### src/rtl/esc_pkg.sv
// Constants and helper functions for the epoch seconds to calendar converter.
package esc_pkg;

    localparam int unsigned SEC_PER_MIN   = 60;
    localparam int unsigned MIN_PER_HOUR  = 60;
    localparam int unsigned HOUR_PER_DAY  = 24;
    localparam int unsigned DAY_PER_WEEK  = 7;
    localparam int unsigned MONTH_PER_YR  = 12;

    // Reciprocal multipliers: x/15 for x < 2^32, x/3 for x < 2^19,
    // x/7 for x < 2^18, x/1461 for x < 2^16.
    localparam logic [31:0] DIV15_MAGIC   = 32'h8888_8889;
    localparam logic [17:0] DIV3_MAGIC    = 18'h2_AAAB;
    localparam logic [17:0] DIV7_MAGIC    = 18'd149797;
    localparam logic [16:0] DIV1461_MAGIC = 17'd91868;

    localparam logic [10:0] DAYS_PER_QUAD = 11'd1461;

    // Day counting restarts at 1968-01-01, the leap year ahead of the epoch.
    localparam logic [15:0] EPOCH_DAY_OFS = 16'd731;
    localparam logic [7:0]  BASE_YS       = 8'd68;
    localparam logic [2:0]  EPOCH_WD_OFS  = 3'd4;

    // 2100 is the only century year in range that is not a leap year.
    localparam logic [15:0] DAY_2100_MAR1 = 16'd47541;
    localparam logic [7:0]  YS_2100       = 8'd200;
    localparam logic [8:0]  YDAY_MAR1_LP  = 9'd60;

    // Start of each year within a four-year cycle, leap year first.
    localparam logic [10:0] QUAD_YR1 = 11'd366;
    localparam logic [10:0] QUAD_YR2 = 11'd731;
    localparam logic [10:0] QUAD_YR3 = 11'd1096;

    function automatic logic [8:0] month_start(input logic [3:0] mon, input logic leap);
        logic [8:0] base;
        unique case (mon)
            4'd0:    base = 9'd0;
            4'd1:    base = 9'd31;
            4'd2:    base = 9'd59;
            4'd3:    base = 9'd90;
            4'd4:    base = 9'd120;
            4'd5:    base = 9'd151;
            4'd6:    base = 9'd181;
            4'd7:    base = 9'd212;
            4'd8:    base = 9'd243;
            4'd9:    base = 9'd273;
            4'd10:   base = 9'd304;
            4'd11:   base = 9'd334;
            default: base = 9'd0;
        endcase
        if (leap && mon >= 4'd2) begin
            base = base + 9'd1;
        end
        return base;
    endfunction

endpackage

### src/rtl/epoch_seconds_to_calendar_core.sv
// Pipelined conversion of epoch seconds into Gregorian calendar fields.
//
//   channel  | valid         | ready         | payload
//   ---------+---------------+---------------+---------------------------------
//   input    | i_in_valid    | o_in_ready    | i_epoch_seconds
//   output   | o_out_valid   | i_out_ready   | o_second .. o_day_of_month
//
// Six register stages; a request passes through all six before it is offered at
// the output; a new request can be accepted every cycle unless all are stalled.
// The stage count is set by the reciprocal multipliers: one per stage for the
// divisions by 60, 60, 24 and 1461, then the year and month selection.
// Each stage holds while the stage after it is full and stalled, so empty
// stages close up and nothing is dropped or repeated.
// Reset empties the pipeline; payload registers are not reset.
module epoch_seconds_to_calendar_core
    import esc_pkg::*;
(
    input  logic        i_clk,
    input  logic        i_rst_n,
    input  logic        i_in_valid,
    output logic        o_in_ready,
    input  logic [31:0] i_epoch_seconds,
    output logic        o_out_valid,
    input  logic        i_out_ready,
    output logic [5:0]  o_second,
    output logic [5:0]  o_minute,
    output logic [4:0]  o_hour,
    output logic [2:0]  o_weekday,
    output logic [7:0]  o_years_since_1900,
    output logic [8:0]  o_day_of_year,
    output logic [3:0]  o_month_index,
    output logic [4:0]  o_day_of_month
);

    logic [6:1] r_vld;
    logic [6:1] n_vld;
    logic [7:1] w_rdy;

    always_comb begin
        w_rdy[7] = i_out_ready;
        for (int k = 6; k >= 1; k--) begin
            w_rdy[k] = !r_vld[k] || w_rdy[k+1];
        end
    end

    always_comb begin
        n_vld = r_vld;
        if (w_rdy[1]) begin
            n_vld[1] = i_in_valid;
        end
        for (int k = 2; k <= 6; k++) begin
            if (w_rdy[k]) begin
                n_vld[k] = r_vld[k-1];
            end
        end
    end

    always_ff @(posedge i_clk) begin
        if (!i_rst_n) begin
            r_vld <= '0;
        end else begin
            r_vld <= n_vld;
        end
    end

    assign o_in_ready  = w_rdy[1];
    assign o_out_valid = r_vld[6];

    // Stage 1: minutes = seconds / 60, taken as (seconds / 4) / 15.
    logic [61:0] w_p1;
    logic [26:0] r1_q1;
    logic [5:0]  r1_slo;

    assign w_p1 = i_epoch_seconds[31:2] * DIV15_MAGIC;

    always_ff @(posedge i_clk) begin
        if (w_rdy[1]) begin
            r1_q1  <= w_p1[61:35];
            r1_slo <= i_epoch_seconds[5:0];
        end
    end

    // Stage 2: second, and hours = minutes / 60.
    logic [11:0] w_m1;
    logic [5:0]  w_sec;
    logic [56:0] w_p2;
    logic [5:0]  r2_sec;
    logic [5:0]  r2_q1lo;
    logic [20:0] r2_q2;

    assign w_m1  = r1_q1[5:0] * 6'(SEC_PER_MIN);
    assign w_sec = r1_slo - w_m1[5:0];
    assign w_p2  = r1_q1[26:2] * DIV15_MAGIC;

    always_ff @(posedge i_clk) begin
        if (w_rdy[2]) begin
            r2_sec  <= w_sec;
            r2_q1lo <= r1_q1[5:0];
            r2_q2   <= w_p2[55:35];
        end
    end

    // Stage 3: minute, and days = hours / 24, taken as (hours / 8) / 3.
    logic [11:0] w_m2;
    logic [5:0]  w_min;
    logic [35:0] w_p3;
    logic [5:0]  r3_sec;
    logic [5:0]  r3_min;
    logic [4:0]  r3_q2lo;
    logic [15:0] r3_days;

    assign w_m2  = r2_q2[5:0] * 6'(MIN_PER_HOUR);
    assign w_min = r2_q1lo - w_m2[5:0];
    assign w_p3  = r2_q2[20:3] * DIV3_MAGIC;

    always_ff @(posedge i_clk) begin
        if (w_rdy[3]) begin
            r3_sec  <= r2_sec;
            r3_min  <= w_min;
            r3_q2lo <= r2_q2[4:0];
            r3_days <= w_p3[34:19];
        end
    end

    // Stage 4: hour, weekday quotient, and the four-year cycle number.
    // Past 2100-02-28 one day is added so every cycle counts 1461 days.
    logic [9:0]  w_m3;
    logic [4:0]  w_hr;
    logic [16:0] w_x;
    logic [34:0] w_p7;
    logic        w_past_2100;
    logic [15:0] w_n;
    logic [32:0] w_p4;
    logic [5:0]  r4_sec;
    logic [5:0]  r4_min;
    logic [4:0]  r4_hr;
    logic [2:0]  r4_xlo;
    logic [2:0]  r4_q7lo;
    logic [15:0] r4_n;
    logic [5:0]  r4_cycle;

    assign w_m3        = r3_days[4:0] * 5'(HOUR_PER_DAY);
    assign w_hr        = r3_q2lo - w_m3[4:0];
    assign w_x         = {1'b0, r3_days} + {14'd0, EPOCH_WD_OFS};
    assign w_p7        = w_x * DIV7_MAGIC;
    assign w_past_2100 = (r3_days >= DAY_2100_MAR1);
    assign w_n         = r3_days + EPOCH_DAY_OFS + {15'd0, w_past_2100};
    assign w_p4        = w_n * DIV1461_MAGIC;

    always_ff @(posedge i_clk) begin
        if (w_rdy[4]) begin
            r4_sec   <= r3_sec;
            r4_min   <= r3_min;
            r4_hr    <= w_hr;
            r4_xlo   <= w_x[2:0];
            r4_q7lo  <= w_p7[22:20];
            r4_n     <= w_n;
            r4_cycle <= w_p4[32:27];
        end
    end

    // Stage 5: weekday, year and day of year, with the 2100 correction.
    logic [5:0]  w_m7;
    logic [2:0]  w_wd;
    logic [16:0] w_cyc_days;
    logic [10:0] w_r;
    logic [1:0]  w_yoc;
    logic [10:0] w_ystart;
    logic [10:0] w_yd_full;
    logic [8:0]  w_yd0;
    logic [7:0]  w_ys;
    logic        w_is_2100;
    logic        w_leap;
    logic [8:0]  w_yday;
    logic [5:0]  r5_sec;
    logic [5:0]  r5_min;
    logic [4:0]  r5_hr;
    logic [2:0]  r5_wd;
    logic [7:0]  r5_ys;
    logic [8:0]  r5_yday;
    logic        r5_leap;

    assign w_m7       = r4_q7lo * 3'(DAY_PER_WEEK);
    assign w_wd       = r4_xlo - w_m7[2:0];
    assign w_cyc_days = r4_cycle * DAYS_PER_QUAD;
    assign w_r        = r4_n[10:0] - w_cyc_days[10:0];

    always_comb begin
        if (w_r >= QUAD_YR3) begin
            w_yoc    = 2'd3;
            w_ystart = QUAD_YR3;
        end else if (w_r >= QUAD_YR2) begin
            w_yoc    = 2'd2;
            w_ystart = QUAD_YR2;
        end else if (w_r >= QUAD_YR1) begin
            w_yoc    = 2'd1;
            w_ystart = QUAD_YR1;
        end else begin
            w_yoc    = 2'd0;
            w_ystart = '0;
        end
    end

    assign w_yd_full = w_r - w_ystart;
    assign w_yd0     = w_yd_full[8:0];
    assign w_ys      = BASE_YS + {r4_cycle, 2'b00} + {6'd0, w_yoc};
    assign w_is_2100 = (w_ys == YS_2100);
    assign w_leap    = (w_yoc == 2'd0) && !w_is_2100;
    // The skipped February 29 of 2100 shifts the rest of that year by one.
    assign w_yday    = (w_is_2100 && w_yd0 >= YDAY_MAR1_LP) ? w_yd0 - 9'd1 : w_yd0;

    always_ff @(posedge i_clk) begin
        if (w_rdy[5]) begin
            r5_sec  <= r4_sec;
            r5_min  <= r4_min;
            r5_hr   <= r4_hr;
            r5_wd   <= w_wd;
            r5_ys   <= w_ys;
            r5_yday <= w_yday;
            r5_leap <= w_leap;
        end
    end

    // Stage 6: month and day of month from the day of year.
    logic [3:0] w_mon;
    logic [8:0] w_dom_full;

    always_comb begin
        w_mon = '0;
        for (int k = 1; k < MONTH_PER_YR; k++) begin
            if (r5_yday >= month_start(4'(k), r5_leap)) begin
                w_mon = 4'(k);
            end
        end
    end

    assign w_dom_full = r5_yday - month_start(w_mon, r5_leap) + 9'd1;

    always_ff @(posedge i_clk) begin
        if (w_rdy[6]) begin
            o_second           <= r5_sec;
            o_minute           <= r5_min;
            o_hour             <= r5_hr;
            o_weekday          <= r5_wd;
            o_years_since_1900 <= r5_ys;
            o_day_of_year      <= r5_yday;
            o_month_index      <= w_mon;
            o_day_of_month     <= w_dom_full[4:0];
        end
    end

endmodule

### config.mk
export PLATFORM = sky130hd
export DESIGN_NAME = epoch_seconds_to_calendar_core
export DESIGN_NICKNAME = d
export VERILOG_FILES = /design/src/rtl/esc_pkg.sv /design/src/rtl/epoch_seconds_to_calendar_core.sv
export SDC_FILE = /design/constraint.sdc
export NUM_CORES = 2
export LEC_CHECK = 0
export BUFFER_PORTS_ARGS = -buffer_cell sky130_fd_sc_hd__clkbuf_2
export CAP_MARGIN = 10
export CORE_MARGIN = 5
export CORE_UTILIZATION = 35
export DETAILED_ROUTE_END_ITERATION = 8
export GPL_TIMING_DRIVEN = 0
export PLACE_DENSITY_LB_ADDON = 0.05
export RECOVER_POWER = 100
export SLEW_MARGIN = 20
export SYNTH_ARGS = -nofsm -noshare
export SYNTH_HDL_FRONTEND = slang
export SYNTH_SLANG_ARGS = --single-unit
### constraint.sdc
create_clock -name i_clk -period 10.1 [get_ports i_clk]
set_input_delay 1.01 -clock i_clk [delete_from_list [all_inputs] [get_ports i_clk]]
set_output_delay 1.01 -clock i_clk [all_outputs]
set_load 0.01 [all_outputs]
# [Word level (Yosys, flattened, before mapping)]
# Memory sizes are Yosys's and may differ from the RTL's.
# Cells that the tools add are included.
[classes] n_addsub=15 n_mul=10 order_cmp=17 n_eq_ne=1 mux=29 n_reduce_logical=17
[ops] cell="$mul 30x32->62 const B" n=1
[ops] cell="$mul 25x32->56 const B" n=1
[ops] cell="$mux 4" n=11
[ops] cell="$ge 9x8->1" n=4
[ops] cell="$mux 9" n=4
[ops] cell="$mul 18x18->35 const B" n=1
[ops] cell="$mul 16x15->31 const B" n=1
[ops] cell="$ge 9x9->1" n=3
[ops] cell="$mul 17x18->23 const B" n=1
[ops] cell="$ge 9x7->1" n=2
[ops] cell="$add 16x3->17 const B" n=1
[ops] cell="$add 16x1->16" n=1
[ops] cell="$add 16x10->16 const B" n=1
[ops] cell="$ge 16x16->1 const B" n=1
[ops] cell="$mul 6x4->4 const B" n=2
[ops] cell="$sub 6x6->6" n=2
[ops] cell="$ge 11x10->1 const B" n=1
[ops] cell="$ge 11x11->1 const B" n=1
[ops] cell="$ge 11x9->1 const B" n=1
[ops] cell="$mul 6x11->11 const B" n=1
[ops] cell="$sub 11x11->11" n=1
[ops] cell="$add 5x1->5 const B" n=2
[ops] cell="$sub 5x5->5" n=2
[ops] cell="$ge 9x5->1 const B" n=1
[ops] cell="other kinds (19)" n=42
[word_totals] regBits=229 romBits=144 inputBits=36 output_inout_bits=48 word_cells=127 n_memories=1
[memory_table] name="(no name shown)" depth=16 word_bits=9 rd=1 rd_ports_with_merged_regs=0 wr=0 line="esc_pkg.sv:36" text="unique case (mon)"

# [Logic depth before layout (Yosys ltp)]
[logic_depth] ltp_word=17 depth_mapped=41 mapped_depth_nobuf=41

# [Worst setup path after synthesis]
# No wires, ideal clock.
[synth_path] kind="register to register" startpoint="reg r3_days[1]" endpoint="reg r4_cycle[4] (data pin)" setup_ns=0.258 arrival_time_ns=8.228 required_time_ns=9.842 setup_slack_ns=1.614 path_stages_with_launch=42 n_path_buf=0 period_less_slack_ns=8.486 path_cell_list="edfxtp_1 > inv_1 > ha_1 > inv_1 > o21ai_0 > a21oi_1 > o211ai_1 > a21boi_0 > o21ai_0 > ha_1 > a21o_1 > nor3b_1 > inv_1 > a21oi_1 > inv_1 > o21ai_0 > nor2b_1 > nor3b_1 > [6 not listed] > fa_1 > inv_1 > fa_1 > fa_1 > inv_1 > fa_1 > inv_1 > ha_1 > and3_1 > a22oi_1 > nand2_1 > a221oi_1 > o21ai_0 > nor2_1 > o21ai_0 > a21o_1 > a21oi_1 > xnor2_1"
[synth_between] elab_chain_cells=3 word_cells_on_any_way=4 cone_classes="add/sub: 2; mul: 1; order compare: 1"
[synth_rtl] item="start, declared" line="epoch_seconds_to_calendar_core.sv:110" text="logic [15:0] r3_days;"
[synth_rtl] item="start signal, assigned" line="epoch_seconds_to_calendar_core.sv:121" text="r3_days <= w_p3[34:19];"
[synth_rtl] item="$add 16x10->16 or $ge 16x16->1 (tied branches)" line="epoch_seconds_to_calendar_core.sv:147, epoch_seconds_to_calendar_core.sv:146"
[synth_rtl] item="$add 16x1->16 (*)" line="epoch_seconds_to_calendar_core.sv:147" text="assign w_n = r3_days + EPOCH_DAY_OFS + {15'd0, w_past_2100};"
[synth_rtl] item="$mul 16x15->31 (*)" line="epoch_seconds_to_calendar_core.sv:148" text="assign w_p4 = w_n * DIV1461_MAGIC;"
[synth_rtl] item="net w_p4[31]" line="epoch_seconds_to_calendar_core.sv:133" text="logic [32:0] w_p4;"
[synth_rtl] item="end signal, assigned" line="epoch_seconds_to_calendar_core.sv:158" text="r4_cycle <= w_p4[32:27];"
[synth_rtl] item="end, declared" line="epoch_seconds_to_calendar_core.sv:140" text="logic [5:0] r4_cycle;"
# The timed path passes the listed nets; every way through them passes the cells marked *.
# A chain may end at the register's enable or synchronous reset.

# [Worst setup path in the final report]
[layout_path] startpoint="reg r3_days[3]" endpoint="reg r4_cycle[4] (data pin)"
# Same word-level chain as after synthesis.

==> results.py <==
metrics = {
    "status": {
        "status": "complete, but fails checks",
        "violations": "max-capacitance violations, max-slew violations",
    },
    "routing": {
        "dr.pass1.iters": 5,
        "post-route-drc-count": 0,
        "num_vias": 22150,
        "wl_um": 79100,
        "first_iter_violations": 698,
        "detail-route-antenna-nets": 0,
        "via_per_inst": 4.616,
        "routedWlPerCell_um": 16.49,
    },
    "clock_tree": {
        "clk_pin_slew_ns": 0.05,
        "clock_latency_ns": 0.60,
        "clk_path_buf_depth": 3,
        "numCtsBuffers": 28,
        "htreeDepth": 1,
        "cts_tree": "built",
        "clock_sinks": 229,
        "root_buffer": "clkbuf_16",
    },
    "worst_setup_path": {
        "endpoint_kind": "register",
        "cp_top_family": "adder cells",
        "crit_buf_inv": 9,
        "cp.required_ns": 10.42,
        "worst_path_most_repeated_cell": "inv_1",
        "cp.arrival_ns": 9.66,
        "crit_fanout": 7,
        "crit_path_start_kind": "register",
        "crit_path_max_incr_delay_ns": 0.56,
        "crit_type": "register to register",
        "crit_slowest_cell": "fa_1",
    },
    "logic_synthesis": {
        "synthXorXnorAreaFrac_pct": 4.064,
        "syn-num-nets": 4636,
        "synthMuxAreaShare_pct": 0.1225,
        "syn_area_per_cell_um2": 10.90,
        "yosys_warnings": 0,
        "synth_common_cells": "872 x inv_1, 847 x ha_1, 473 x fa_1",
        "synth_area_leaders": "ha_1 30%, fa_1 26%, edfxtp_1 19%, inv_1 9.2%, xnor2_1 2.5%",
        "synth_area_leader_cell": "ha_1",
        "ys_async_sr_fraction_pct": 0,
        "synth_edf_count": 223,
        "synth_compound_area_share_pct": 6.843,
        "yosysMostFrequentCell": "inv_1",
        "synthAdderAreaFrac_pct": 56.14,
        "netlist_instances": 3280,
        "synth_simple_gate_area_share_pct": 4.467,
        "ys_ff_latch": 229,
        "synthesis.area_mm2": 0.03574,
        "yosysSeqAreaShare_pct": 19.07,
        "yosysUniqueCellTypes": 82,
        "synth_top_area_share_pct": 29.65,
        "synth_top_family_by_area": "adder cells",
        "synth_flop_cell": "edfxtp_1",
    },
    "global_routing": {
        "grt_pass1_wl_um": 130100,
        "grt_max_degree": 34,
        "grt_pass1_vias": 24180,
        "antenna_found_initial": 2,
        "grt-ovfl-total": 0,
        "grtUsageTotal_pct": 14.98,
    },
    "layout": {
        "fillers": 10190,
        "drive_above_1_share_pct": 3.469,
        "syn2layout_area_growth_pct": 8.594,
        "antenna_cells": 0,
        "nets": 4768,
        "finalInstanceArea_mm2": 0.03882,
        "multi_input_area_mm2": 0.02562,
        "regArea_mm2": 0.006817,
    },
    "timing": {
        "slew_headroom_pct": -22.38,
        "worst_pin_slew_ns": 1.836,
        "max_freq_mhz": 107.0,
        "timing.final.ws_setup_ns": 0.7534,
        "finalClockSkew_ns": 0.04301,
        "grt_setup_unrepaired": "false",
        "slew_violations": 154,
        "setup_viol": 0,
        "final_hold_viol_count": 0,
        "final.min_clock_period_ns": 9.347,
        "fin_setup_tns_ns": 0,
        "period_share_pct": 92.54,
    },
    "floorplan": {
        "fp.dieArea_mm2": 0.1086,
        "placeableCoreArea_mm2": 0.1016,
        "num_io_pins": 84,
        "start_util_pct": 35.18,
        "die_w_um": 329.6,
        "die_h_um": 329.6,
        "rows": 117,
    },
    "placement": {
        "dpl_worst_slack_ns": -0.4719,
        "gp_congestion": 0.8428,
        "io_buffers": 83,
        "placed_area_mm2": 0.03802,
        "place_hpwl_um": 70540,
    },
    "min_path": {
        "hp-class": "register to register",
    },
    "job": {
        "cap_violations": 5,
    },
}
[layout by cell type (no fill, tap or decap), types with 29 or more instances in the layout]
| master | count |
|---|---|
| a21o_1 | 60 |
| nand2_1 | 83 |
| o21ai_0 | 66 |
| clkbuf_1 | 81 |
| fa_1 | 473 |
| nor2_1 | 75 |
| xor2_1 | 57 |
| a21oi_1 | 92 |
| clkbuf_2 | 29 |
| inv_1 | 870 |
| ha_1 | 847 |
| edfxtp_1 | 223 |
| xnor2_1 | 97 |
[sequential cells by signal, indices dropped and copies added (netlist names), 6 cells and up]
register            cells
r1_slo                  6
r_vld                   6
r4_min                  6
r4_n                   11
o_second                6
r3_min                  6
r4_cycle                6
r4_sec                  6
o_years_since_1900      8
r3_sec                  6
r1_q1                  27
r2_sec                  6
r5_sec                  6
o_day_of_year           9
o_minute                6
r2_q1lo                 6
r2_q2                  21
r3_days                16
r5_yday                 9
r5_min                  6
r5_ys                   8
[metal layers]
layer  vias to the layer above  share of wire (%)  global-route usage (%)
met4                         0                1.5                   2.023
met2                       164                 48                   25.91
met1                     10940                 48                   21.06
met5                         -                  0                       0
li1                      10990                  -                       -
met3                        56                2.0                   1.312
[cells by family after synthesis]
kind of cell	Yosys count
buf+inv	885
xor+xnor	162
simple gates	319
mux	3
compound gates	362
flops	229
fa+ha+maj	1320
[stage by stage]
stage	util (%)	instances	hold slack, ns
3_3_place_gp	37.28	4731	0.4014
3_5_place_dp	37.42	4737	0.4045
6_report	38.21	4798	0.4095
4_1_cts	38.31	4785	0.4087
5_1_grt	38.21	4798	0.4134
2_1_floorplan	-	3280	0.4003
[worst paths after layout]
path                            slack [ns]          end        from  cells after the start
worst min-delay path                  0.41    r3_sec[3]   r2_sec[3]                      0
worst max register to register        0.75  r4_cycle[4]  r3_days[3]                     40
worst max-delay path                  0.75  r4_cycle[4]  r3_days[3]                     40
worst min register to register        0.41    r3_sec[3]   r2_sec[3]                      0
[what timing repair did]
item | CTS | global route
hold buffers | 0 | 0
pin swaps | 0 | 2
setup endpoints to repair | 5 | 6
gates resized for setup | 5 | 9
setup buffers | 0 | 13
cloned | 0 | 0
[cell type report]
class | count | share of cell area, %
Multi-Input combinational cell | 2166 | 66.01
Sequential cell | 229 | 17.56
Inverter | 872 | 8.442
Clock inverter | 8 | 0.2450
Timing Repair Buffer | 102 | 1.206
Buffer | 13 | 0.1257
Clock buffer | 40 | 1.999
Tap cell | 1368 | 4.410
Power is left out: the tool's default activity adds up to more than one toggle a clock period on the data nets, which glitch-free logic cannot reach.
